File: src/rtl/core/sphere_through_four_points_top_defines.svh
// Assertion macros shared by the sphere block.
`ifndef SPHERE_THROUGH_FOUR_POINTS_TOP_DEFINES_SVH
`define SPHERE_THROUGH_FOUR_POINTS_TOP_DEFINES_SVH

`ifndef SYNTHESIS
// The expression must hold at every clock edge out of reset.
`define SPTF_ASSERT_ALWAYS(label, clk, rstn, expr) \
    label: assert property (@(posedge clk) disable iff (!rstn) (expr)) \
        else $error("assertion failed");
// The consequent must hold in the cycle after the antecedent.
`define SPTF_ASSERT_NEXT(label, clk, rstn, ante, cons) \
    label: assert property (@(posedge clk) disable iff (!rstn) (ante) |=> (cons)) \
        else $error("assertion failed");
`else
`define SPTF_ASSERT_ALWAYS(label, clk, rstn, expr)
`define SPTF_ASSERT_NEXT(label, clk, rstn, ante, cons)
`endif

`endif

File: src/rtl/core/sptf_pkg.sv
package sptf_pkg;

    // Field and arithmetic widths.
    localparam int COORD_W  = 16;
    localparam int FRAC     = 8;
    localparam int THR_W    = 56;
    localparam int QB       = 41;   // quotient bits kept by the divider
    localparam int RT       = 34;   // root bits produced by the square root
    localparam int Q_DEPTH  = 4;
    localparam int Q_AW     = 2;
    localparam int BV_N     = QB + RT + 5;

    // Status codes.
    localparam logic [1:0] STAT_OK    = 2'd0;
    localparam logic [1:0] STAT_DEGEN = 2'd1;
    localparam logic [1:0] STAT_SAT   = 2'd2;

    typedef logic signed [COORD_W-1:0] coord_t;
    typedef logic signed [16:0] diff_t;
    typedef logic signed [33:0] sq_t;
    typedef logic signed [35:0] ssum_t;
    typedef logic signed [34:0] cof_t;
    typedef logic signed [51:0] dprod_t;
    typedef logic signed [55:0] det_t;
    typedef logic signed [70:0] nprod_t;
    typedef logic signed [71:0] nsum_t;
    typedef logic [54:0] dmag_t;
    typedef logic [70:0] nmag_t;
    typedef logic [THR_W-1:0] thr_t;
    typedef logic [80:0] num_t;
    typedef logic [55:0] den_t;
    typedef logic [96:0] cmp_t;
    typedef logic [QB-1:0] quo_t;
    typedef logic signed [42:0] qs_t;
    typedef logic [31:0] cen_t;
    typedef logic [32:0] qabs_t;
    typedef logic [65:0] qsq_t;
    typedef logic [67:0] rsum_t;
    typedef logic [RT-1:0] root_t;
    typedef logic [69:0] trial_t;
    typedef logic [34:0] rnd_t;

    // One classified item, handed from the front end to the back end.
    typedef struct packed {
        logic [2:0][COORD_W-1:0] p0;
        dmag_t                   dmag;
        logic [2:0][70:0]        nmag;
        logic [2:0]              nneg;
        logic                    degen;
    } item_t;

    // Queue status seen by both ends.
    typedef struct packed {
        logic          full;
        logic          empty;
        logic [Q_AW:0] level;
    } q_stat_t;

    // Cyclic neighbors of an index in 0..2.
    function automatic int rot1(input int k);
        return (k == 2) ? 0 : k + 1;
    endfunction

    function automatic int rot2(input int k);
        return (k == 0) ? 2 : k - 1;
    endfunction

endpackage

File: src/rtl/core/sptf_queue.sv
module sptf_queue (
    input  logic                  aclk,
    input  logic                  aresetn,
    input  logic                  push,
    input  sptf_pkg::item_t       wr_item,
    input  logic                  pop,
    output sptf_pkg::item_t       rd_item,
    output sptf_pkg::q_stat_t     stat
);

    sptf_pkg::item_t             mem_reg [sptf_pkg::Q_DEPTH];
    logic [sptf_pkg::Q_AW-1:0]   wr_ptr_reg;
    logic [sptf_pkg::Q_AW-1:0]   rd_ptr_reg;
    logic [sptf_pkg::Q_AW:0]     level_reg;

    assign rd_item    = mem_reg[rd_ptr_reg];
    assign stat.level = level_reg;
    assign stat.full  = level_reg == (sptf_pkg::Q_AW + 1)'(sptf_pkg::Q_DEPTH);
    assign stat.empty = level_reg == '0;

    // Pointers and fill level.
    always_ff @(posedge aclk) begin
        if (!aresetn) begin
            wr_ptr_reg <= '0;
            rd_ptr_reg <= '0;
            level_reg  <= '0;
        end else begin
            if (push) begin
                wr_ptr_reg <= wr_ptr_reg + 1'b1;
            end
            if (pop) begin
                rd_ptr_reg <= rd_ptr_reg + 1'b1;
            end
            if (push && !pop) begin
                level_reg <= level_reg + 1'b1;
            end else if (pop && !push) begin
                level_reg <= level_reg - 1'b1;
            end
        end
    end

    // Storage.
    always_ff @(posedge aclk) begin
        if (push) begin
            mem_reg[wr_ptr_reg] <= wr_item;
        end
    end

endmodule

File: config.mk
export PLATFORM = sky130hd
export DESIGN_NAME = sptf_queue
export DESIGN_NICKNAME = d
export VERILOG_FILES = /design/src/rtl/core/sphere_through_four_points_top_defines.svh /design/src/rtl/core/sptf_pkg.sv /design/src/rtl/core/sptf_queue.sv
export SDC_FILE = /design/constraint.sdc
export NUM_CORES = 1
export LEC_CHECK = 0
export BUFFER_PORTS_ARGS = -buffer_cell sky130_fd_sc_hd__buf_2
export CAP_MARGIN = 20
export CORE_MARGIN = 1
export CORE_UTILIZATION = 34
export CTS_CLUSTER_DIAMETER = 30
export DETAILED_ROUTE_END_ITERATION = 8
export HOLD_SLACK_MARGIN = 0.15
export PLACE_DENSITY = 0.48
export SLEW_MARGIN = 0
export SYNTH_ARGS = -nofsm -noshare
export SYNTH_HDL_FRONTEND = slang
export SYNTH_SLANG_ARGS = --single-unit
File: constraint.sdc
create_clock -name aclk -period 17.5 [get_ports aclk]
set_input_delay 3.5 -clock aclk [delete_from_list [all_inputs] [get_ports aclk]]
set_output_delay 3.5 -clock aclk [all_outputs]
set_load 0.02 [all_outputs]
# Word level (Yosys, flattened, before mapping)
# Memory sizes are Yosys's and may differ from the RTL's. A register that Yosys moved wholly into a read port is not among the register bits.
# Index checks and enable logic that the tools add are counted.
[totals]
regBits = 7
mem_bits_rw = 1280
in_bits = 324
memories = 1
[op_classes]
addsub = 4
n_eq_ne = 1
n_mux = 6
n_reduce_logical = 6
[memory_table]
columns = ["memory", "words", "width", "rd", "rd_clocked_by_memory_dff", "wr", "line_no", "text"]
rows = [
  ["mem_reg", 4, 320, 1, 1, 1, "sptf_queue.sv:11", "sptf_pkg::item_t mem_reg [sptf_pkg::Q_DEPTH];"],
]
[op_table]
columns = ["cell", "count"]
rows = [
  ["$mux 3", 2],
  ["$add 2x1->2 const B", 2],
  ["$mux 2", 2],
  ["$add 3x1->3 const B", 1],
  ["$eq 3x3->1 const B", 1],
  ["$logic_not 3->1", 1],
  ["$sub 3x1->3 const B", 1],
  ["$logic_and 1x1->1", 2],
  ["$logic_not 1->1", 2],
  ["$mux 1", 2],
  ["$reduce_bool 2->1", 1],
]

# Longest topological paths before layout
# Gate-level depths: netlist of the first run.
[depth]
ltp_word = 4
depth_mapped = 7

# Worst setup path before layout of the first run
# Ideal clock, no wire load.
[synth_path]
path_kind = "in2reg"
startpoint = "in push"
endpoint = "mem mem_reg[0][0] (netlist name), enable pin"
setup_ns = 0.721
arrival_time_ns = 10.712
path_slack_ns = 6.066
path_stages = 1
path_cell_list = "and2_1"
[synth_between]
elab_chain_len = 2
[synth_rtl]
columns = ["item", "line_no", "text"]
rows = [
  ["from (decl)", "sptf_queue.sv:4", "input logic push,"],
  ["$mux 1", "sptf_queue.sv:44", "if (push) begin"],
  ["$mux 1 (implied by the code)", "sptf_queue.sv:45", "mem_reg[wr_ptr_reg] <= wr_item;"],
  ["to (decl)", "sptf_queue.sv:11", ""],
]
# Every way passes these cells.

==> results.cfg, run 1 <==
[route]
vias = 22100
drt.antenna.violating_nets = 0
dr.pass1.iters = 5
drtIter0Drc = 1224
drc = 0
drt_wl_total_um = 108000
routedWlPerCell_um = 23.4
drt-vias-per-instance = 4.77

[die]
core_um2 = 136000
die_y_um = 374
die_area_um2 = 140000
ios = 649
start_util = 0.344
die_w_um = 374
num_rows = 135

[status]
outcome = finished, final reports clean

[place]
dp_cells = 4095
hpwl_um = 63800
gp_congestion = 0.757
io_buffers = 648

[logic_synthesis]
avgSynthCellArea_um2 = 27.4
synth_top_cell_by_area = edfxtp_1
muxShareOfSynthArea = 0.154
ys_ff_latch = 1289
synth.distinct_cells = 22
postSynthCellCount = 1715
ys_warn_count = 0
synth-simple-area-share = 0.00195
netlist.area_leader.share = 0.819
synth_compound_area_frac = 0.000266
syn-num-nets = 2045
netlist_area_um2 = 47000
synth_xor_xnor_area_share = 0.000933
synth.yosys.seq_area_share = 0.823
synth_top_family_by_area = multiplexers
ys_top_cells_by_area = edfxtp_1 (82%), mux4_2 (15%), buf_12 (1.4%), dfxtp_1 (0.38%), buf_2 (0.33%)
yosys.area_share.adder = 0.00176

[layout]
register_area_um2 = 38600
fin_cells = 4628
n_fill_cell = 11500
multi_input_area_um2 = 7470
synthToLayoutAreaGrowth_pct = 31.6
final_common_cell = edfxtp_1
mostFrequentLayoutCells = edfxtp_1 (1280), buf_2 (648), mux4_2 (320)
largest_reg_flops = 1280
drive_gt1_frac = 0.505
fin_nets = 2943

[timing]
finClkSkew_ns = 0.0394
period_share = 0.474
worst_pin_slew_ns = 1.18
period_minus_slack_ns = 8.30
relSlewSlack = 0.216
rsz0062_at_grt = false
tns_ns = 0
setup_viol = 0
timing_hold_violations_final = 0
timing_max_transition_violations_final = 0
fmax_ghz = 0.120

[clocking]
clock_path_buffers = 4
tritoncts = done
cts_resized = 0
cts_setup_buffers = 0
cts.reportedPaths.clkPinSlew_ns = 0.04
clk_latency_ns = 0.86
clock_sinks = 1289
cts_hold_buf = 0
root_buffer = clkbuf_16
cts_htree_levels = 5
cts_buffers = 297

[grt]
grt_usage = 0.155
grt_pass1_wl_um = 159000
antenna_found_initial = 52
grt.overflow.total = 0
grt_pass1_vias = 24200
grt_max_degree = 140

[setup_path]
start_kind = flop
critPathKind = reg -> out
rrSetupSlack_ns = 13.91
end_kind = output pin
cp.required_ns = 14.00
r2r-end = mem_reg[1][271]
arrival_ns = 4.80
reg2regPathDepth = 5
timing.rr.start = wr_ptr_reg[1]
crit_fanout = 58

[run]
max_cap_violations = 0

[power]
p_leak_nw = 21.2
ir_drop_mv = 0.104
p_per_area_nw_per_um2 = 158

[worst_hold_path]
hold_class = reg -> reg
worstHoldPathCells = 2
timing.hold.worst_endpoint = level_reg[2]
holdCritStartpoint = level_reg[2]
[worst max-delay path by stage]
| stage | from | to | slack [ns] | cells past startpoint |
|---|---|---|---|---|
| finish | flop | rd_item[292] | 9.20 | 5 |
| global route | flop | rd_item[72] | 8.92 | 4 |
| CTS | flop | rd_item[292] | 9.03 | 5 |
| detailed placement | flop | rd_item[292] | 9.96 | 5 |
| global placement | flop | rd_item[294] | 9.98 | 5 |
| floorplan | push | mem_reg[0][0] | 6.07 | 1 |
[per-layer routing]
metal  wire length (µm)  track usage  vias up  part of all wire
li1                   -            -     9427                 -
met1              39200        0.170    11500              0.36
met2              56200        0.266      803              0.52
met3               9240       0.0637      318             0.085
met4               3480       0.0639       48             0.032
met5                295            0        -            0.0027
[cells in the mapped netlist]
library cell / n
edfxtp_1: 1280
mux4_2: 320
buf_12: 33
buf_2: 31
and2_1: 9
dfxtp_1: 9
clkbuf_1: 5
ha_1: 5
inv_1: 4
xor2_1: 3
buf_4: 2
mux2i_1: 2
nor2b_1: 2
xnor2_1: 2
a21boi_0: 1
buf_6: 1
fa_1: 1
nand2_1: 1
nor3_1: 1
nor3b_1: 1
o21ai_0: 1
or3_1: 1
[area by class of cell]
cell class	count	area share
diodes	14	0.000567
clock buffers	343	0.128
clock inverters	176	0.0327
inverters	4	0.000243
multi-input cells	350	0.121
flip-flops and latches	1289	0.625
well taps	1781	0.0361
repair buffers	671	0.0567
[power by group]
part / leakage [nW] / switching, W / internal, W
clock network: 4.81 / 0.00160 / 0.00381
registers: 11.8 / 0.0000395 / 0.00357
logic: 4.58 / 0.000461 / 0.000281
[worst max-delay path, stage by stage (launching register included)]
cell,delay (ns)
dfxtp_4,0.80
buf_4,0.80
buf_4,0.72
buf_4,0.81
mux4_2,0.45
buf_2,0.18
[metrics by stage]
step                      hold slack (ns)  area (µm²)  total power (W)  setup slack [ns]  utilization
after global placement              0.513       51800          0.00441              9.98        0.380
after global routing                0.591       61800           0.0101              8.92        0.453
after floorplan                     0.528       47000          0.00418              6.07            -
after CTS                           0.542       61700          0.00989              9.03        0.453
final                               0.543       61800          0.00976              9.20        0.453
after detailed placement            0.527       51800          0.00442              9.96        0.380
[kinds of logic (layout without fill, tap and decap cells)]
logic type,after synthesis,after routing
flops,1289,1289
mux,322,322
buf+inv,76,1194
simple gates,15,15
fa+ha+maj,6,6
xor+xnor,5,5
compound gates,2,2
other cells,0,14
No activity file was read; power rests on OpenSTA's default activity.
==> inputs of run 2 (changes only) <==
ABC_AREA = 1   (was not set)
PLACE_DENSITY = 0.5   (was 0.48)
clock period = 6.9 ns   (was 17.5 ns; I/O delays follow)
==> results.cfg, run 2 <==
[timing]
finClkSkew_ns = 0.0615
timing_max_transition_violations_final = 0
period_share = 0.749
setup_viol = 0
rsz0062_at_grt = false
worst_pin_slew_ns = 1.06
period_minus_slack_ns = 5.17
relSlewSlack = 0.296
fmax_ghz = 0.193
timing_hold_violations_final = 0
tns_ns = 0

[power]
switching_power_w = 0.00554
pwr-share-clk = 0.560
p_int_w = 0.0192
p_per_area_nw_per_um2 = 394
seqPwrFrac = 0.367
ir_drop_mv = 0.253
power.total_w = 0.0247
p_leak_nw = 22.1
comb_power_share = 0.073
switching_share = 0.224

[logic_synthesis]
syn-num-nets = 3482
synth_flop_cell = edfxtp_1
synth-edff-count = 1280
netlist_area_um2 = 47700
netlist.area_leader.share = 0.805
synth.distinct_cells = 20
postSynthCellCount = 3152
ys_ff_latch = 1289
ys_warn_count = 0
ys_top_cells_by_area = edfxtp_1 (81%), nor2_1 (5.1%), o22ai_1 (4.2%), o21ai_0 (3.8%), o21ai_1 (2.9%)
synth_top_cell_by_area = edfxtp_1
avgSynthCellArea_um2 = 15.1
synth.yosys.seq_area_share = 0.809
synth_most_common_cell = edfxtp_1
ys_top_cells_by_count = edfxtp_1 (1280), nor2_1 (645), o21ai_0 (366), o22ai_1 (320), o21ai_1 (280)
async_flop_share = 0

[route]
dr.pass1.iters = 5
drt-vias-per-instance = 4.89
drtIter0Drc = 1614
drt_wl_total_um = 126000
routedWlPerCell_um = 20.7
drc = 0
drt.antenna.violating_nets = 0
vias = 29700

[layout]
fin_nets = 4269
largest_reg_flops = 1280
fin_area_um2 = 62700
fin_cells = 6060
final_common_cell = edfxtp_1
synthToLayoutAreaGrowth_pct = 31.4
mostFrequentLayoutCells = edfxtp_1 (1280), buf_2 (648), nor2_1 (645)
drive_gt1_frac = 0.276

[run]
max_cap_violations = 0

[grt]
antenna_found_initial = 61
grt_max_degree = 243
grt_usage = 0.171
grt_pass1_wl_um = 183000
grt.overflow.total = 0
grt_pass1_vias = 28900

[setup_path]
crit_fanout = 157
end_kind = output pin
start_kind = flop
arrival_ns = 3.79
cp.required_ns = 5.52
critPathKind = reg -> out

[die]
start_util = 0.342
die_w_um = 377
die_y_um = 377
num_rows = 137
core_um2 = 139000
die_area_um2 = 142000
ios = 649

[clocking]
root_buffer = clkbuf_16
cts.reportedPaths.clkPinSlew_ns = 0.04
cts_buffers = 308
clk_latency_ns = 0.86
clock_path_buffers = 4
cts_setup_buffers = 0
cts_resized = 0
cts_htree_levels = 5
tritoncts = done
cts_hold_buf = 0
clock_sinks = 1289

[place]
hpwl_um = 70400
gp_congestion = 0.753
place_area_um2 = 52600
io_buffers = 648
dp_cells = 5505

[status]
outcome = finished, final reports clean

[worst_hold_path]
hold_class = reg -> reg
run 2: routing by layer:
layer / up-vias / global-route usage / routed length, µm
met5: - / 0 / 319
met4: 50 / 0.0702 / 3920
met3: 303 / 0.0609 / 9450
met2: 926 / 0.277 / 60600
met1: 14600 / 0.208 / 51300
li1: 13700 / - / -
run 2: worst paths after layout:
path | from | cells after the start | endpoint | slack [ns]
setup / recovery | flop | 5 | rd_item[198] | 1.73
hold / removal | rd_ptr_reg[1] | 1 | flop | 0.45
hold reg to reg | rd_ptr_reg[1] | 1 | flop | 0.45
setup reg to reg | wr_ptr_reg[1] | 5 | mem_reg[1][198] | 4.15
run 2: cell families after synthesis:
family / after synthesis / synth area share
flops: 1289 / 0.809
compound gates: 970 / 0.110
simple gates: 658 / 0.0519
buf+inv: 229 / 0.0271
fa+ha+maj: 6 / 0.00173
run 2: through the flow:
stage | hold WS, ns | util | setup WS [ns]
finish | 0.446 | 0.450 | 1.73
global route | 0.493 | 0.450 | 1.47
CTS | 0.450 | 0.450 | 1.63
detailed placement | 0.439 | 0.378 | 2.60
global placement | 0.441 | 0.378 | 2.65
floorplan | 0.412 | - | 0.258
run 2: worst max-delay path: stages (launching register included):
cell and delay (ns):
dfxtp_4 0.58, buf_12 0.63, buf_4 0.71, o21ai_0 0.21
o22ai_1 0.32, buf_2 0.23
run 2: cell type report:
| type | count | area (µm²) |
|---|---|---|
| fill | 12500 | 76600 |
| sequential | 1289 | 38600 |
| clock buffer | 357 | 8050 |
| multi-input combinational | 1634 | 7810 |
| timing repair buffer | 689 | 3750 |
| tap | 1876 | 2350 |
| clock inverter | 176 | 1960 |
| inverter | 17 | 113 |
| antenna | 22 | 55.1 |
run 2: power by group through the flow:
stage / sequential (W) / combinational (W) / clock [W]
finish: 0.00907 / 0.00181 / 0.0138
global route: 0.00909 / 0.00196 / 0.0145
CTS: 0.00907 / 0.00184 / 0.0141
detailed placement: 0.00920 / 0.00184 / 0
global placement: 0.00920 / 0.00183 / 0
floorplan: 0.00925 / 0.00106 / 0
